--- src/sv/bicd_pkg.sv ---
// Shared types, constants and the quarter-wave sine table generator for the I/Q correlator.
package bicd_pkg;

    // Default data widths handed to the top level.
    localparam int SAMPLE_BITS_DEFAULT = 16;
    localparam int ACC_BITS_DEFAULT    = 48;

    // Quarter-wave table depth; entries run from 0 to SINE_TABLE_DEPTH inclusive.
    localparam int SINE_TABLE_DEPTH = 256;
    localparam int ROM_ADDR_BITS    = $clog2(SINE_TABLE_DEPTH);
    localparam int ROM_IDX_BITS     = ROM_ADDR_BITS + 1;

    // Width of the Q1.15 sine and cosine values.
    localparam int TRIG_BITS = 16;

    // Pi/2 in unsigned Q2.30.
    localparam logic [63:0] HALF_PI_Q30 = 64'd1686629713;

    // Configuration port geometry and register indexes.
    localparam int CFG_INDEX_BITS = 3;
    localparam int CFG_DATA_BITS  = 16;

    localparam logic [CFG_INDEX_BITS-1:0] REG_DEMOD_ENABLE      = 3'd0;
    localparam logic [CFG_INDEX_BITS-1:0] REG_SAMPLES_PER_CYCLE = 3'd1;
    localparam logic [CFG_INDEX_BITS-1:0] REG_CYCLES_PER_SYMBOL = 3'd2;
    localparam logic [CFG_INDEX_BITS-1:0] REG_PHASE_STEP        = 3'd3;
    localparam logic [CFG_INDEX_BITS-1:0] REG_PHASE_OFFSET      = 3'd4;

    // Register reset values.
    localparam logic        DEMOD_ENABLE_RESET      = 1'b0;
    localparam logic [7:0]  SAMPLES_PER_CYCLE_RESET = 8'd49;
    localparam logic [7:0]  CYCLES_PER_SYMBOL_RESET = 8'd10;
    localparam logic [15:0] PHASE_STEP_RESET        = 16'd1337;
    localparam logic [15:0] PHASE_OFFSET_RESET      = 16'd0;

    // Quarter turn of the 16-bit carrier phase.
    localparam logic [15:0] QUARTER_TURN = 16'd16384;

    typedef struct packed {
        logic        demod_enable;
        logic [7:0]  samples_per_cycle;
        logic [7:0]  cycles_per_symbol;
        logic [15:0] phase_step;
        logic [15:0] phase_offset;
    } cfg_t;

    // Carrier values and the end-of-window mark that travel with one sample.
    typedef struct packed {
        logic signed [TRIG_BITS-1:0] sine;
        logic signed [TRIG_BITS-1:0] cosine;
        logic                        last;
    } tap_t;

    // One table entry: sin(k * (pi/2) / SINE_TABLE_DEPTH) by an 11th-order Taylor
    // series in Q2.30 with truncated terms, rounded half-up to Q1.15 and saturated.
    function automatic logic [TRIG_BITS-2:0] rom_entry(input int unsigned k);
        logic [63:0]        x;
        logic [63:0]        x2;
        logic [63:0]        term;
        logic signed [63:0] sum;
        logic [63:0]        rounded;
        x    = (64'(k) * HALF_PI_Q30) / 64'(SINE_TABLE_DEPTH);
        x2   = (x * x) >> 30;
        term = x;
        sum  = signed'(x);
        term = ((term * x2) >> 30) / 64'd6;
        sum  = sum - signed'(term);
        term = ((term * x2) >> 30) / 64'd20;
        sum  = sum + signed'(term);
        term = ((term * x2) >> 30) / 64'd42;
        sum  = sum - signed'(term);
        term = ((term * x2) >> 30) / 64'd72;
        sum  = sum + signed'(term);
        term = ((term * x2) >> 30) / 64'd110;
        sum  = sum - signed'(term);
        if (sum <= 64'sd0)
        begin
            return '0;
        end
        rounded = (unsigned'(sum) + 64'd16384) >> 15;
        if (rounded > 64'd32767)
        begin
            return '1;
        end
        return rounded[TRIG_BITS-2:0];
    endfunction

endpackage

--- src/sv/bicd_cfg_regs.sv ---
// Configuration register file of the I/Q correlator.
module bicd_cfg_regs (
    input  logic                                clk,
    input  logic                                rst_n,
    input  logic                                cfg_wr_en,
    input  logic [bicd_pkg::CFG_INDEX_BITS-1:0] cfg_index,
    input  logic [bicd_pkg::CFG_DATA_BITS-1:0]  cfg_data,
    output bicd_pkg::cfg_t                      cfg
);

    bicd_pkg::cfg_t cfg_reg;
    bicd_pkg::cfg_t cfg_next;

    always_comb
    begin
        cfg_next = cfg_reg;
        if (cfg_wr_en)
        begin
            case (cfg_index)
                bicd_pkg::REG_DEMOD_ENABLE:      cfg_next.demod_enable      = cfg_data[0];
                bicd_pkg::REG_SAMPLES_PER_CYCLE: cfg_next.samples_per_cycle = cfg_data[7:0];
                bicd_pkg::REG_CYCLES_PER_SYMBOL: cfg_next.cycles_per_symbol = cfg_data[7:0];
                bicd_pkg::REG_PHASE_STEP:        cfg_next.phase_step        = cfg_data[15:0];
                bicd_pkg::REG_PHASE_OFFSET:      cfg_next.phase_offset      = cfg_data[15:0];
                default:                         cfg_next = cfg_reg;
            endcase
        end
    end

    always_ff @(posedge clk or negedge rst_n)
    begin
        if (!rst_n)
        begin
            cfg_reg.demod_enable      <= bicd_pkg::DEMOD_ENABLE_RESET;
            cfg_reg.samples_per_cycle <= bicd_pkg::SAMPLES_PER_CYCLE_RESET;
            cfg_reg.cycles_per_symbol <= bicd_pkg::CYCLES_PER_SYMBOL_RESET;
            cfg_reg.phase_step        <= bicd_pkg::PHASE_STEP_RESET;
            cfg_reg.phase_offset      <= bicd_pkg::PHASE_OFFSET_RESET;
        end
        else
        begin
            cfg_reg <= cfg_next;
        end
    end

    assign cfg = cfg_reg;

endmodule

--- src/sv/bicd_sine_lut.sv ---
// Quarter-wave table lookup giving the sine and cosine of a 16-bit phase.
module bicd_sine_lut (
    input  logic [15:0]                                phase,
    output logic signed [bicd_pkg::TRIG_BITS-1:0]      sine,
    output logic signed [bicd_pkg::TRIG_BITS-1:0]      cosine
);

    localparam int Depth    = bicd_pkg::SINE_TABLE_DEPTH;
    localparam int AddrBits = bicd_pkg::ROM_ADDR_BITS;
    localparam int IdxBits  = bicd_pkg::ROM_IDX_BITS;
    localparam int ScaleW   = 14 + IdxBits;
    localparam int EntryW   = bicd_pkg::TRIG_BITS - 1;
    localparam logic [EntryW-1:0] TopEntry = bicd_pkg::rom_entry(Depth);

    logic [EntryW-1:0] rom [Depth];

    for (genvar k = 0; k < Depth; k++)
    begin : g_rom
        localparam logic [EntryW-1:0] Entry = bicd_pkg::rom_entry(k);
        assign rom[k] = Entry;
    end

    logic [15:0] cos_phase;

    function automatic logic signed [bicd_pkg::TRIG_BITS-1:0] lookup(
        input logic [15:0]       ph,
        input logic [EntryW-1:0] tbl [Depth]
    );
        logic [ScaleW-1:0]  scaled;
        logic [IdxBits-1:0] idx;
        logic [IdxBits-1:0] addr;
        logic [EntryW-1:0]  mag;
        scaled = ScaleW'(ph[13:0]) * ScaleW'(Depth);
        idx    = scaled[ScaleW-1:14];
        addr   = ph[14] ? (IdxBits'(Depth) - idx) : idx;
        mag    = (addr == IdxBits'(Depth)) ? TopEntry : tbl[addr[AddrBits-1:0]];
        return ph[15] ? -signed'({1'b0, mag}) : signed'({1'b0, mag});
    endfunction

    assign cos_phase = phase + bicd_pkg::QUARTER_TURN;
    assign sine      = lookup(phase, rom);
    assign cosine    = lookup(cos_phase, rom);

endmodule

--- src/sv/bicd_carrier.sv ---
// Carrier sequencer: period and window counters, phase accumulator and the input register.
module bicd_carrier #(
    parameter int SAMPLE_BITS = bicd_pkg::SAMPLE_BITS_DEFAULT
) (
    input  logic                          clk,
    input  logic                          rst_n,
    input  bicd_pkg::cfg_t                cfg,
    input  logic                          in_valid,
    output logic                          in_ready,
    input  logic signed [SAMPLE_BITS-1:0] sample,
    output logic                          s1_valid,
    input  logic                          s1_ready,
    output logic signed [SAMPLE_BITS-1:0] s1_sample,
    output bicd_pkg::tap_t                s1_tap
);

    logic [7:0]  sample_in_cycle_reg;
    logic [7:0]  sample_in_cycle_next;
    logic [7:0]  cycle_in_symbol_reg;
    logic [7:0]  cycle_in_symbol_next;
    logic [15:0] carrier_phase_reg;
    logic [15:0] carrier_phase_next;
    logic        s1_valid_reg;
    logic        s1_valid_next;

    logic signed [SAMPLE_BITS-1:0] s1_sample_reg;
    bicd_pkg::tap_t                s1_tap_reg;

    logic        take;
    logic [7:0]  sample_inc;
    logic [7:0]  cycle_inc;
    logic        period_end;
    logic        window_end;
    logic signed [bicd_pkg::TRIG_BITS-1:0] sine;
    logic signed [bicd_pkg::TRIG_BITS-1:0] cosine;

    bicd_sine_lut u_lut (
        .phase  (carrier_phase_reg),
        .sine   (sine),
        .cosine (cosine)
    );

    assign in_ready = !s1_valid_reg || s1_ready;
    assign take     = in_valid && in_ready && cfg.demod_enable;

    always_comb
    begin
        sample_inc           = sample_in_cycle_reg + 8'd1;
        cycle_inc            = cycle_in_symbol_reg + 8'd1;
        period_end           = sample_inc >= cfg.samples_per_cycle;
        window_end           = period_end && (cycle_inc >= cfg.cycles_per_symbol);
        sample_in_cycle_next = sample_in_cycle_reg;
        cycle_in_symbol_next = cycle_in_symbol_reg;
        carrier_phase_next   = carrier_phase_reg;
        if (take)
        begin
            if (period_end)
            begin
                sample_in_cycle_next = 8'd0;
                carrier_phase_next   = cfg.phase_offset;
                cycle_in_symbol_next = window_end ? 8'd0 : cycle_inc;
            end
            else
            begin
                sample_in_cycle_next = sample_inc;
                carrier_phase_next   = carrier_phase_reg + cfg.phase_step;
            end
        end
    end

    always_comb
    begin
        if (take)
        begin
            s1_valid_next = 1'b1;
        end
        else if (s1_ready)
        begin
            s1_valid_next = 1'b0;
        end
        else
        begin
            s1_valid_next = s1_valid_reg;
        end
    end

    always_ff @(posedge clk or negedge rst_n)
    begin
        if (!rst_n)
        begin
            sample_in_cycle_reg <= 8'd0;
            cycle_in_symbol_reg <= 8'd0;
            carrier_phase_reg   <= bicd_pkg::PHASE_OFFSET_RESET;
            s1_valid_reg        <= 1'b0;
        end
        else
        begin
            sample_in_cycle_reg <= sample_in_cycle_next;
            cycle_in_symbol_reg <= cycle_in_symbol_next;
            carrier_phase_reg   <= carrier_phase_next;
            s1_valid_reg        <= s1_valid_next;
        end
    end

    always_ff @(posedge clk)
    begin
        if (take)
        begin
            s1_sample_reg     <= sample;
            s1_tap_reg.sine   <= sine;
            s1_tap_reg.cosine <= cosine;
            s1_tap_reg.last   <= window_end;
        end
    end

    assign s1_valid  = s1_valid_reg;
    assign s1_sample = s1_sample_reg;
    assign s1_tap    = s1_tap_reg;

endmodule

--- src/sv/bicd_mac.sv ---
// Multiply stage, integrate-and-dump accumulators and the result register.
module bicd_mac #(
    parameter int SAMPLE_BITS = bicd_pkg::SAMPLE_BITS_DEFAULT,
    parameter int ACC_BITS    = bicd_pkg::ACC_BITS_DEFAULT
) (
    input  logic                          clk,
    input  logic                          rst_n,
    input  logic                          s1_valid,
    output logic                          s1_ready,
    input  logic signed [SAMPLE_BITS-1:0] s1_sample,
    input  bicd_pkg::tap_t                s1_tap,
    output logic                          out_valid,
    input  logic                          out_ready,
    output logic signed [ACC_BITS-1:0]    i_sum,
    output logic signed [ACC_BITS-1:0]    q_sum
);

    localparam int ProdBits = SAMPLE_BITS + bicd_pkg::TRIG_BITS;
    localparam int ExtBits  = (ProdBits > ACC_BITS) ? ProdBits : ACC_BITS;

    logic                       s2_valid_reg;
    logic                       s2_valid_next;
    logic signed [ProdBits-1:0] prod_i_reg;
    logic signed [ProdBits-1:0] prod_q_reg;
    logic                       last2_reg;

    logic signed [ACC_BITS-1:0] acc_i_reg;
    logic signed [ACC_BITS-1:0] acc_i_next;
    logic signed [ACC_BITS-1:0] acc_q_reg;
    logic signed [ACC_BITS-1:0] acc_q_next;
    logic                       out_valid_reg;
    logic                       out_valid_next;
    logic signed [ACC_BITS-1:0] i_sum_reg;
    logic signed [ACC_BITS-1:0] q_sum_reg;

    logic                       adv3;
    logic                       load2;
    logic signed [ExtBits-1:0]  ext_i;
    logic signed [ExtBits-1:0]  ext_q;
    logic signed [ACC_BITS-1:0] total_i;
    logic signed [ACC_BITS-1:0] total_q;

    // A product moves on unless it closes a window while the result register is still held.
    assign adv3     = s2_valid_reg && !(last2_reg && out_valid_reg && !out_ready);
    assign s1_ready = !s2_valid_reg || adv3;
    assign load2    = s1_valid && s1_ready;

    assign ext_i   = ExtBits'(prod_i_reg);
    assign ext_q   = ExtBits'(prod_q_reg);
    assign total_i = acc_i_reg + ext_i[ACC_BITS-1:0];
    assign total_q = acc_q_reg + ext_q[ACC_BITS-1:0];

    always_comb
    begin
        s2_valid_next  = load2 ? 1'b1 : (adv3 ? 1'b0 : s2_valid_reg);
        acc_i_next     = acc_i_reg;
        acc_q_next     = acc_q_reg;
        out_valid_next = out_ready ? 1'b0 : out_valid_reg;
        if (adv3)
        begin
            if (last2_reg)
            begin
                acc_i_next     = '0;
                acc_q_next     = '0;
                out_valid_next = 1'b1;
            end
            else
            begin
                acc_i_next = total_i;
                acc_q_next = total_q;
            end
        end
    end

    always_ff @(posedge clk or negedge rst_n)
    begin
        if (!rst_n)
        begin
            s2_valid_reg  <= 1'b0;
            acc_i_reg     <= '0;
            acc_q_reg     <= '0;
            out_valid_reg <= 1'b0;
        end
        else
        begin
            s2_valid_reg  <= s2_valid_next;
            acc_i_reg     <= acc_i_next;
            acc_q_reg     <= acc_q_next;
            out_valid_reg <= out_valid_next;
        end
    end

    always_ff @(posedge clk)
    begin
        if (load2)
        begin
            prod_i_reg <= s1_sample * s1_tap.sine;
            prod_q_reg <= s1_sample * s1_tap.cosine;
            last2_reg  <= s1_tap.last;
        end
        if (adv3 && last2_reg)
        begin
            i_sum_reg <= total_i;
            q_sum_reg <= total_q;
        end
    end

    assign out_valid = out_valid_reg;
    assign i_sum     = i_sum_reg;
    assign q_sum     = q_sum_reg;

`ifndef ASSERT_OFF
    a_result_from_last: assert property (@(posedge clk) disable iff (!rst_n)
        $rose(out_valid_reg) |-> $past(adv3 && last2_reg))
        else $error("result register loaded without a window end");

    a_dump_clears: assert property (@(posedge clk) disable iff (!rst_n)
        adv3 && last2_reg |=> (acc_i_reg == '0) && (acc_q_reg == '0))
        else $error("accumulators not cleared after a window end");

    a_product_held: assert property (@(posedge clk) disable iff (!rst_n)
        s2_valid_reg && !adv3 |=> s2_valid_reg && $stable(prod_i_reg)
            && $stable(prod_q_reg))
        else $error("stalled product lost or changed");
`endif

endmodule

--- src/sv/bpsk_iq_correlator_demodulator_unit.sv ---
// Top level of the BPSK integrate-and-dump I/Q correlator.
//
// Usage: audio samples enter on the in_valid / in_ready channel, one per
// transfer. While demod_enable is set, each sample is multiplied by the sine
// and cosine of a local carrier whose phase restarts at phase_offset at the
// start of every carrier period of samples_per_cycle samples. The products
// are summed over cycles_per_symbol carrier periods, and at the end of that
// window one transfer on out_valid / out_ready carries i_sum and q_sum, after
// which both sums restart from zero. While disabled, samples are taken and
// dropped. Configuration is written through cfg_wr_en / cfg_index / cfg_data
// and should change only while the block is idle.
// Throughput is one sample per clock cycle while no window end waits on a held
// result. A window's final sample passes through the input register, the product
// register, then the result register fed by the accumulator adder.
// When the receiver stalls, samples keep flowing into the accumulators; only a
// window end waiting on a held result stops the pipeline, and backpressure
// then reaches in_ready. Reset clears the counters, the accumulators and all
// valid flags, and loads the register defaults.
module bpsk_iq_correlator_demodulator_unit #(
    parameter int SAMPLE_BITS = bicd_pkg::SAMPLE_BITS_DEFAULT,
    parameter int ACC_BITS    = bicd_pkg::ACC_BITS_DEFAULT
) (
    input  logic                                clk,
    input  logic                                rst_n,
    input  logic                                cfg_wr_en,
    input  logic [bicd_pkg::CFG_INDEX_BITS-1:0] cfg_index,
    input  logic [bicd_pkg::CFG_DATA_BITS-1:0]  cfg_data,
    input  logic                                in_valid,
    output logic                                in_ready,
    input  logic signed [SAMPLE_BITS-1:0]       sample,
    output logic                                out_valid,
    input  logic                                out_ready,
    output logic signed [ACC_BITS-1:0]          i_sum,
    output logic signed [ACC_BITS-1:0]          q_sum
);

    // Live register values shared by the sequencer.
    bicd_pkg::cfg_t cfg;

    // Input register contents handed to the multiply stage.
    logic                          s1_valid;
    logic                          s1_ready;
    logic signed [SAMPLE_BITS-1:0] s1_sample;
    bicd_pkg::tap_t                s1_tap;

    bicd_cfg_regs u_cfg (
        .clk       (clk),
        .rst_n     (rst_n),
        .cfg_wr_en (cfg_wr_en),
        .cfg_index (cfg_index),
        .cfg_data  (cfg_data),
        .cfg       (cfg)
    );

    // The sequencer looks up the carrier for the sample being taken and marks
    // the sample that closes a window.
    bicd_carrier #(
        .SAMPLE_BITS (SAMPLE_BITS)
    ) u_carrier (
        .clk       (clk),
        .rst_n     (rst_n),
        .cfg       (cfg),
        .in_valid  (in_valid),
        .in_ready  (in_ready),
        .sample    (sample),
        .s1_valid  (s1_valid),
        .s1_ready  (s1_ready),
        .s1_sample (s1_sample),
        .s1_tap    (s1_tap)
    );

    // Multiply, accumulate and dump into the result register.
    bicd_mac #(
        .SAMPLE_BITS (SAMPLE_BITS),
        .ACC_BITS    (ACC_BITS)
    ) u_mac (
        .clk       (clk),
        .rst_n     (rst_n),
        .s1_valid  (s1_valid),
        .s1_ready  (s1_ready),
        .s1_sample (s1_sample),
        .s1_tap    (s1_tap),
        .out_valid (out_valid),
        .out_ready (out_ready),
        .i_sum     (i_sum),
        .q_sum     (q_sum)
    );

endmodule
--- config.mk ---
export PLATFORM = sky130hd
export DESIGN_NAME = bpsk_iq_correlator_demodulator_unit
export DESIGN_NICKNAME = d
export VERILOG_FILES = /design/src/sv/bicd_pkg.sv /design/src/sv/bicd_cfg_regs.sv /design/src/sv/bicd_sine_lut.sv /design/src/sv/bicd_carrier.sv /design/src/sv/bicd_mac.sv /design/src/sv/bpsk_iq_correlator_demodulator_unit.sv
export SDC_FILE = /design/constraint.sdc
export NUM_CORES = 2
export LEC_CHECK = 0
export BUFFER_PORTS_ARGS = -buffer_cell sky130_fd_sc_hd__buf_2
export CORE_ASPECT_RATIO = 0.75
export CORE_MARGIN = 10
export CORE_UTILIZATION = 31
export CTS_CLUSTER_SIZE = 28
export DETAILED_ROUTE_END_ITERATION = 12
export PLACE_DENSITY = 0.52
export SLEW_MARGIN = 25
export SYNTH_ARGS = -nofsm -noshare
export SYNTH_HDL_FRONTEND = slang
export SYNTH_SLANG_ARGS = --single-unit
--- constraint.sdc ---
create_clock -name clk -period 10.92 [get_ports clk]
set_input_delay 1.092 -clock clk [delete_from_list [all_inputs] [get_ports clk]]
set_output_delay 1.092 -clock clk [all_outputs]
set_load 0.02 [all_outputs]
# Word-level counts from Yosys, hierarchy flattened
# Memory sizes are Yosys's and may differ from the RTL's.
# Index checks and enable logic that the tools add are counted.
# word_totals
rom_bits,7680
n_memories,2
ff_bits,390
# op_classes
eq_ne,6
bitwise,2
reduce_logical,23
mux,22
n_lt_le_gt_ge,4
addsub,10
multipliers,2
# mem_list
memory,depth,width,rd,rd_ports_with_merged_regs,wr,line,source
(no name shown),256,15,1,0,0,bicd_sine_lut.sv:36,mag = (addr == IdxBits'(Depth)) ? TopEntry : tbl[addr[AddrBits-1:0]];
(no name shown),256,15,1,0,0,bicd_sine_lut.sv:36,
# op_table
cell,n
$mux W15,8
$add A48 B48 Y48,2
$mux W48,2
$mul A16 B16 Y32,2
$neg A15 Y16,2
$eq A9 B9 Y1 const B,2
$ge A9 B9 Y1 const B,2
$mux W9,2
$not A8 Y9,2
$sub A9 B8 Y9 const A,2
$add A16 B15 Y16 const B,1
$add A16 B16 Y16,1
$add A8 B1 Y8 const B,2
$ge A8 B8 Y1,2
$mux W16,1
$mux W8,2
$reduce_and A2 Y1,6
$logic_and A1 B1 Y1,8
$mux W1,7
$eq A3 B2 Y1 const B,2
$logic_not A1 Y1,4
$reduce_bool A2 Y1,2
$eq A3 B1 Y1 const B,1
$eq A3 B3 Y1 const B,1
2 further kinds,3

# Depth between registers and ports, before layout
# logic_depth
word_depth,10
depth_mapped,27
mapped_depth_nobuf,24

# Cells and area by module
# A second synthesis with hierarchy kept.
# hier_totals
cells_unflattened,5783
hier_area_um2,51539.4
# by_module_without_submodules
mod,cells_each,n_inst,area_each_um2,seq_area_each_um2
bicd_mac,3323,1,33176.8,7287.0
bicd_sine_lut,1972,1,12216.7,0.0
bicd_carrier,380,1,4206.5,2297.2
bicd_cfg_regs,108,1,1939.4,1239.9

# Worst setup path after synthesis
# No wires, ideal clock.
# synth_path
kind,flip-flop to flip-flop
startpoint,"register u_carrier.s1_sample_reg[10], in the netlist u_carrier.s1_sample[10]"
endpoint,"register u_mac.prod_q_reg[30], data pin"
arrival_time_ps,6278
setup_ps,258
path_stages_with_launch,21
setup_slack_ps,4385
path_buffers,1
path_cell_list,edfxtp_1 -> clkbuf_1 -> nand2_1 -> fa_1 -> fa_1 -> fa_1 -> fa_1 -> inv_1 -> fa_1 -> fa_1 -> ha_1 -> a21o_1 -> a41o_1 -> o31ai_1 -> o21ai_0 -> and3_1 -> a2111oi_0 -> nor3_1 -> a2111o_1 -> a21oi_1 -> xnor2_1
# synth_via
elab_chain_len,1
# synth_rtl
item,line,source
from (decl),bicd_carrier.sv:26,logic signed [SAMPLE_BITS-1:0] s1_sample_reg;
from (signal assigned),bicd_carrier.sv:109,s1_sample_reg <= sample;
$mul A16 B16 Y32,bicd_mac.sv:98,prod_q_reg <= s1_sample * s1_tap.cosine;
to (signal assigned),bicd_mac.sv:98,
to (decl),bicd_mac.sv:24,logic signed [ProdBits-1:0] prod_q_reg;
# No other way between the ends.
# A chain may end at the register's enable or synchronous reset.

# Worst setup path in the final report
# layout_path
startpoint,register u_carrier.s1_tap_reg (netlist bit u_carrier.s1_tap[5])
endpoint,"register u_mac.prod_q_reg[30], data pin"
# layout_via
elab_chain_len,1
# layout_rtl
item,line,source
from (decl),bicd_carrier.sv:27,bicd_pkg::tap_t s1_tap_reg;
$mul A16 B16 Y32,bicd_mac.sv:98,
# No other way between the ends.

==> flow_summary_export.csv <==
group,metric,value,unit
run_status,status,"finished clean",
die,dieArea,174000,µm²
sta,grt_setup_unrepaired,"false",
synthesis,netlist_top_cells_area,"fa_1 22%, edfxtp_1 13%, dfrtp_1 8.7%, ha_1 8.5%, inv_1 4.8%",
worst_hold_path,min_path_type,"flop to flop",
setup_path,r2r_slack,3.52,ns
clock_network,cts_tree,"built",
synthesis,synth-seq-cells,390,
placement,portBuffers,137,
clock_network,cts_num_sinks,390,
sta,fin_skew,0.0187,ns
clock_network,clkLatencyLatePin,0.63,ns
die,io_pins,138,
clock_network,post_cts_buffers,0,
synthesis,synth_cell_types,114,
synthesis,ys_async_sr_fraction,46.2,%
synthesis,synth_top_flop_cell,"edfxtp_1",
clock_network,cts_inserted_buffers,51,
sta,drv_slew,0,
die,die_height,364,µm
layout,area_delta_synth_final,9.06,%
synthesis,syn_nets,6275,
setup_path,crit_fanout,16,
sta,fmax,135,MHz
setup_path,end_kind,"flop",
drt,first_pass_iters,5,
setup_path,worstReg2RegEnd,"u_mac.prod_q_reg[30]$_DFFE_PP_",
clock_network,ctsLongestPathBuffers,3,
drt,wirelength,164000,µm
synthesis,synth_top_cell_area_share,21.6,%
grt,grt_max_degree,82,
synthesis,ys_seq_area_share,22.1,%
die,coreArea,157000,µm²
clock_network,hold_buffers,0,
layout,largest_register_ffs,49,
clock_network,htreeDepth,2,
sta,worst_slack,3.52,ns
sta,fin_crit,7.40,ns
drt,wl_per_cell,21.9,µm
setup_path,critPathRequiredTime,11.29,ns
drt,via_per_inst,5.44,
drt,drcViolationCount,0,
setup_path,r2r_cells,20,
layout,n_fill_cell,16207,
layout,layout-drive-gt1-share,8.43,%
sta,max_slew_margin,18.4,%
synthesis,ys_warn_count,0,
die,start_util,31.1,%
grt,antenna_found_initial,4,
clock_network,cts.clk_slew.worst_paths,0.06,ns
sta,setup-violations-final,0,
grt,first_global_vias,40951,
setup_path,cp_data_arrival_time,7.76,ns
setup_path,crit_path_end,"u_mac.prod_q_reg[30]$_DFFE_PP_",
die,fp-row-count,126,
setup_path,cp-start-kind,"flop",
grt,grt-ovfl-total,0,
drt,drtIter0Drc,4257,
placement,hpwl,119000,µm
placement,gp_congestion,0.993,
sta,worst_pin_slew,1.19,ns
clock_network,cts_root_buffer,"clkbuf_16",
setup_path,cp-startpoint,"u_carrier.s1_tap[5]$_DFFE_PP_",
drt,ant_nets,0,
grt,grt_pass1_wl,256000,µm
synthesis,netlist_instances,5376,
synthesis,synth_top_cell_by_area,"fa_1",
die,die_x,478,µm
job,maxCapViolations,0,
layout,nNetsFinal,6232,
grt,grt_usage,18.4,%
drt,vias,40771,
setup_path,path_class,"flop to flop",
placement,pre_cts_ws,3.58,ns
synthesis,synth-edff-count,210,
setup_path,timing.rr.start,"u_carrier.s1_tap[5]$_DFFE_PP_",
clock_network,ctsResizeCount,0,
sta,tns,0,ns
sta,hold_viol,0,
synthesis,syn_area_per_cell,9.09,µm²
sta,final.period_utilization,67.7,%
synthesis,syn_area,48900,µm²
-- cell families after synthesis --
kind of cell             share of synthesized area, %
AND/OR/NAND/NOR                                  15.5
adder cells (fa/ha/maj)                          30.1
AO/OA/AOI/OAI                                    18.5
multiplexers                                     1.52
XOR/XNOR                                         4.25
buffers and inverters                            8.04
flip-flops                                       22.1
-- critical path, stage by stage (launching register included) --
cell and delay [ns]:
edfxtp_1 0.62, and2_1 0.29, fa_1 0.53, inv_1 0.05, fa_1 0.46, fa_1 0.50, fa_1 0.56, inv_1 0.05
fa_1 0.49, fa_1 0.41, ha_1 0.35, a21o_1 0.18, a41o_1 0.23, o31ai_1 0.50, o21ai_0 0.28, and3_1 0.22
a2111oi_0 0.69, nor3_1 0.09, a2111o_1 0.36, a21oi_1 0.17, xnor2_1 0.09
-- through the flow --
step | hold WS (ns) | utilization (%) | area [µm²] | instances
2_1_floorplan | 0.400 | - | 48900 | 5376
3_3_place_gp | 0.428 | 32.8 | 51500 | 7392
3_5_place_dp | 0.423 | 32.8 | 51500 | 7392
4_1_cts | 0.437 | 33.9 | 53300 | 7487
5_1_grt | 0.448 | 33.9 | 53300 | 7489
6_report | 0.434 | 33.9 | 53300 | 7490
-- how the worst min path moves through the flow --
stage,start,cells past startpoint,slack [ns],endpoint
after floorplan,u_carrier.s1_tap[0]$_DFFE_PP_,0,0.40,u_mac.last2_reg$_DFFE_PP_
after global placement,u_carrier.s1_tap[0]$_DFFE_PP_,0,0.43,u_mac.last2_reg$_DFFE_PP_
after detailed placement,u_carrier.s1_tap[0]$_DFFE_PP_,0,0.42,u_mac.last2_reg$_DFFE_PP_
after CTS,u_carrier.s1_tap[0]$_DFFE_PP_,0,0.44,u_mac.last2_reg$_DFFE_PP_
after global routing,u_carrier.s1_tap[0]$_DFFE_PP_,0,0.45,u_mac.last2_reg$_DFFE_PP_
final,u_carrier.s1_tap[0]$_DFFE_PP_,0,0.43,u_mac.last2_reg$_DFFE_PP_
-- layout by cell type (no fill, tap or decap), types with 89 or more instances in the layout --
cell      instances
a21o_1          102
o21ai_0         229
nand3_1         116
dfrtp_1         166
buf_4            95
nor2_1          284
buf_2           136
ha_1            332
a22o_1           90
nor3_1           89
edfxtp_1        210
inv_1           623
xnor2_1         174
fa_1            527
nand2_1         518
and2_1          269
a21oi_1         297
-- layer usage --
| layer | vias to the layer above | track usage [%] | part of all wire, % |
|---|---|---|---|
| li1 | 18464 | - | - |
| met1 | 20314 | 27.0 | 47 |
| met2 | 1723 | 27.4 | 42 |
| met3 | 270 | 3.82 | 8.7 |
| met4 | 0 | 4.41 | 2.4 |
| met5 | - | 0 | 0 |
-- area by class of cell --
class / count / area [µm²] / share of cell area [%]
well taps: 2112 / 2640 / 4.96
clock inverters: 28 / 372 / 0.697
flip-flops and latches: 390 / 10800 / 20.3
inverters: 635 / 2390 / 4.48
diodes: 3 / 7.51 / 0.0141
clock buffers: 67 / 1420 / 2.66
multi-input cells: 4022 / 34200 / 64.2
repair buffers: 233 / 1420 / 2.66
-- cells in the mapped netlist (all sizes together) (117+ instances only) --
cell type	n
ha	332
o21ai	241
dfrtp	169
nand2	522
buf	137
edfxtp	210
nand3	117
a21oi	298
inv	629
xnor2	177
fa	527
nor2	291
and2	272
clkbuf	192
Power is left out: the tool's default activity adds up to more than one toggle a clock period on the data nets, which glitch-free logic cannot reach.
